[src/hdl/wjh_pkg.sv]
`default_nettype none
// ----------------------------------------------------------------------------
// wjh_pkg
// Shared widths, request and status codes and types of the weighted joint
// histogram unit.
// ----------------------------------------------------------------------------
package wjh_pkg;

	localparam int BIN_W     = 40;
	localparam int WGT_W     = 16;
	localparam int LABEL_W   = 4;
	localparam int COL_W     = 4;
	localparam int ADDR_W    = 12;
	localparam int COORD_W   = 6;
	localparam int GRID_W    = 5;
	localparam int YZ_W      = 2 * GRID_W;
	localparam int LIN_W     = 17;
	localparam int REQ_W     = 2;
	localparam int ST_W      = 2;
	localparam int CFG_IDX_W = 2;

	localparam logic [REQ_W-1:0] REQ_LOAD  = 2'd0;
	localparam logic [REQ_W-1:0] REQ_ACC   = 2'd1;
	localparam logic [REQ_W-1:0] REQ_READ  = 2'd2;
	localparam logic [REQ_W-1:0] REQ_CLEAR = 2'd3;

	localparam logic [ST_W-1:0] ST_OK       = 2'd0;
	localparam logic [ST_W-1:0] ST_FALLBACK = 2'd1;
	localparam logic [ST_W-1:0] ST_SAT      = 2'd2;
	localparam logic [ST_W-1:0] ST_BAD      = 2'd3;

	localparam logic [CFG_IDX_W-1:0] CFG_GRID_X = 2'd0;
	localparam logic [CFG_IDX_W-1:0] CFG_GRID_Y = 2'd1;
	localparam logic [CFG_IDX_W-1:0] CFG_GRID_Z = 2'd2;

	localparam logic [GRID_W-1:0] GRID_RESET = 5'd16;
	localparam logic [BIN_W-1:0]  BIN_MAX    = {BIN_W{1'b1}};

	typedef struct packed {
		logic             in_grid;
		logic [LIN_W-1:0] lin;
	} lin_res_t;

endpackage
`default_nettype wire

[src/hdl/wjh_lin.sv]
`default_nettype none
// ----------------------------------------------------------------------------
// wjh_lin
// Grid check and linearization x*ny*nz + y*nz + z of node coordinates.
// ----------------------------------------------------------------------------
module wjh_lin #(
	parameter int VOLUME_WORDS = 4096
) (
	input  logic signed [wjh_pkg::COORD_W-1:0] x,
	input  logic signed [wjh_pkg::COORD_W-1:0] y,
	input  logic signed [wjh_pkg::COORD_W-1:0] z,
	input  logic [wjh_pkg::GRID_W-1:0]         gx,
	input  logic [wjh_pkg::GRID_W-1:0]         gy,
	input  logic [wjh_pkg::GRID_W-1:0]         gz,
	input  logic [wjh_pkg::YZ_W-1:0]           gyz,
	output wjh_pkg::lin_res_t                  res
);
	import wjh_pkg::*;

	logic [LIN_W-1:0] x_term;
	logic [LIN_W-1:0] y_term;
	logic [LIN_W-1:0] lin;
	logic             coords_ok;

	// gyz is the registered ny*nz product
	assign x_term = LIN_W'(x[GRID_W-1:0]) * LIN_W'(gyz);
	assign y_term = LIN_W'(y[GRID_W-1:0]) * LIN_W'(gz);
	assign lin    = x_term + y_term + LIN_W'(z[GRID_W-1:0]);

	assign coords_ok = !x[COORD_W-1] && !y[COORD_W-1] && !z[COORD_W-1] &&
		(x[GRID_W-1:0] < gx) && (y[GRID_W-1:0] < gy) && (z[GRID_W-1:0] < gz);

	assign res.in_grid = coords_ok && (32'(lin) < VOLUME_WORDS);
	assign res.lin     = lin;

endmodule
`default_nettype wire

[config.mk]
export PLATFORM = sky130hd
export DESIGN_NAME = wjh_lin
export DESIGN_NICKNAME = d
export VERILOG_FILES = /design/src/hdl/wjh_pkg.sv /design/src/hdl/wjh_lin.sv
export SDC_FILE = /design/constraint.sdc
export NUM_CORES = 1
export LEC_CHECK = 0
export BUFFER_PORTS_ARGS = -buffer_cell sky130_fd_sc_hd__buf_2
export CAP_MARGIN = 20
export CORE_AREA = 5 5 101 103
export DETAILED_ROUTE_END_ITERATION = 16
export DIE_AREA = 0 0 106 108
export PLACE_DENSITY = 0.65
export SETUP_SLACK_MARGIN = 0.15
export SYNTH_ARGS = -nofsm -noshare
export SYNTH_HDL_FRONTEND = slang
export SYNTH_SLANG_ARGS = --single-unit
[constraint.sdc]
create_clock -name vclk -period 7.7
set_clock_uncertainty 0.05 [all_clocks]
set_input_delay 1.155 -clock vclk [all_inputs]
set_output_delay 1.155 -clock vclk [all_outputs]
set_load 0.05 [all_outputs]
# Word-level counts from Yosys, hierarchy flattened
# Index checks and enable logic that the tools add are counted.
# op_classes
add_sub_neg	2
n_mul	2
order_cmp	4
n_reduce_logical	9
# op_table
op	count
adder 16 x 5 -> 17 bit	1
< comparator 17 x 13 -> 1 bit (second input constant)	1
adder 15 x 10 -> 16 bit	1
< comparator 5 bit	3
multiplier 5 x 10 -> 15 bit	1
multiplier 5 x 5 -> 10 bit	1
logical AND 1 bit	6
logical NOT 1 bit	3
# totals
ff_bits	0
inputBits	43
output_inout_bits	18
elab_cells	17

# Longest topological paths before layout
# depth
ltp_word	7
ltp_mapped	20
mapped_depth_nobuf	19

# Worst setup path after synthesis
# No wires, ideal clock.
# synth_timing
kind	in2out
startpoint	input port x[3] in the netlist's numbering
endpoint	output port res[17] in the netlist's numbering
arrival_time_ps	7077
t_required_ps	6495
slack_ps	-582
cell_stages	18
path_buffers	1
path_cell_list	clkbuf_1 nand2_1 fa_1 fa_1 inv_1 fa_1 fa_1 inv_1 fa_1 inv_1 ha_1 a21o_1 a21oi_2 o21ai_2 a31oi_2 mux2i_1 o2111ai_1 nor4_2
# synth_rtl
element	line	text
start, declared	wjh_lin.sv:9	input logic signed [wjh_pkg::COORD_W-1:0] x,
end, declared	wjh_lin.sv:16	output wjh_pkg::lin_res_t res

==> out/metrics.cfg <==
[place]
gp_congestion = 0.841
dp_hpwl_mm = 6.30
port-buffer-count = 60

[final_layout]
regArea_um2 = 0
area_delta_synth_final_pct = 17.0
n_clock_buffer = 0
antenna_cells = 0
nNetsFinal = 591
seq_cell_count = 0
drive_above_1_share_pct = 17.8

[floorplanning]
rows = 35
ios = 61
die_h_um = 108
die_x_um = 106
coreArea_um2 = 9110
dieArea_um2 = 11400
initial_utilization_pct = 34.5

[drt]
wire_per_inst_um = 12.3
drtIter0Drc = 57
antenna_left = 0
drt-total-wl_mm = 6.70
drcViolationCount = 0
num_vias = 2557
via_per_inst = 4.70
drt-pass1-iter-count = 4

[sta]
rsz0062_at_grt = false
finalSetupTns_ns = 0
hold_viol_final = 0
slew_violations = 0
period_minus_slack_ns = 7.37
fin_crit_sh_pct = 95.7
fmax_ghz = 0.136
setup_viol = 0

[clock_network]
post_cts_buffers = 0
cts_hold_buf = 0

[synth]
avgSynthCellArea_um2 = 8.34
netlist_top_cells_area = fa_1, ha_1, inv_1
ys_top_cells_by_count = inv_1, ha_1, fa_1, and2_1, nand2_1
synth-warning-count = 0
synth_top_area_share_pct = 33.8
synth_cells = 377
yosysUniqueCellTypes = 37
synth_top_cell_by_area = fa_1
synth_area_um2 = 3140
synth_seq_area_share_pct = 0
synthesis.nets = 533
yosysMostFrequentCell = inv_1

[setup_path]
required_ns = 6.49
critPathCaptureType = output pin
criticalPathCategory = in2out
startpoint_type = primary input
worstPathMaxFanout = 6
cp.arrival_ns = 6.16

[global_route]
gr-total-overflow = 0
first_global_vias = 2588
grt_pass1_wl_mm = 11.4
grt_max_degree = 12
antenna_found_initial = 0
groute.usage.overall_pct = 11.8

[job]
cap_violations = 0

[outcome]
status = finished clean

[hold_path]
hold_class = in2out

per-stage QoR:
stage	std cells	setup WS, ns	utilization [%]	hold WS, ns	instance area [um^2]
after floorplan	377	0.183	-	2.55	3210
after global placement	544	0.222	39.9	2.85	3630
after detailed placement	544	0.132	39.9	2.87	3630
after CTS	544	0.168	39.9	2.87	3640
after global routing	544	0.153	40.4	2.91	3680
final	544	0.332	40.4	2.87	3680
layer usage:
layer / vias up / global-route usage (%) / share of wire [%]
li1: 1257 / - / -
met1: 1254 / 16.5 / 45
met2: 46 / 21.8 / 51
met3: 0 / 0.358 / 3.2
met4: 0 / 0 / 0
met5: - / 0 / 0
path summary, 6_finish.rpt:
path                  endpoint  cells past startpoint  start  slack (ns)
worst min-delay path    res[0]                      4   z[0]        2.87
worst max-delay path   res[17]                     20  gz[1]        0.33
layout by cell type, fill, tap and decap left out, types with 2 or more instances in the layout:
| master | n |
|---|---|
| fa_1 | 52 |
| xnor2_1 | 7 |
| o21ai_2 | 2 |
| inv_1 | 106 |
| nand3_1 | 3 |
| o211ai_1 | 2 |
| a21o_1 | 2 |
| nor3b_1 | 4 |
| nor3_1 | 4 |
| nor2_1 | 5 |
| buf_2 | 56 |
| a21oi_1 | 11 |
| buf_4 | 2 |
| nand2_1 | 34 |
| and2_1 | 48 |
| o21ai_0 | 9 |
| clkbuf_4 | 2 |
| ha_1 | 59 |
| a31oi_4 | 2 |
logic make-up after synthesis:
| kind of cell | count (synthesis) | synth area share (%) |
|---|---|---|
| AOI/OAI and AO/OA | 36 | 7.25 |
| xor gates and xnor gates | 10 | 2.79 |
| adders and majority gates | 113 | 57.6 |
| buffers and inverters | 111 | 13.4 |
| muxes | 1 | 0.318 |
| other | 1 | 0.119 |
| and+or+nand+nor | 105 | 18.5 |
what timing repair did:
item | 4_1_cts | 5_1_grt
setup endpoints to repair | 1 | 1
resized for setup | 1 | 8
cloned | 0 | 0
pin swaps | 0 | 1
cell type report:
type | count | area, um^2
well taps | 111 | 139
fillers | 966 | 5430
repair buffers | 61 | 322
inverters | 106 | 398
multi-input cells | 266 | 2820
worst max-delay path, cell delays in order:
cell	delay [ns]
buf_2	0.13
and2_1	0.17
fa_1	0.54
inv_1	0.05
fa_1	0.47
inv_1	0.06
fa_1	0.51
fa_1	0.55
inv_1	0.06
fa_1	0.53
inv_1	0.06
ha_4	0.28
nor2b_4	0.17
nor3_4	0.05
o21ai_2	0.21
a31oi_4	0.14
xnor2_4	0.17
or3_4	0.35
nor4_4	0.28
buf_6	0.20
Power is left out: the tool's default activity adds up to more than one toggle a clock period on the data nets, which glitch-free logic cannot reach.
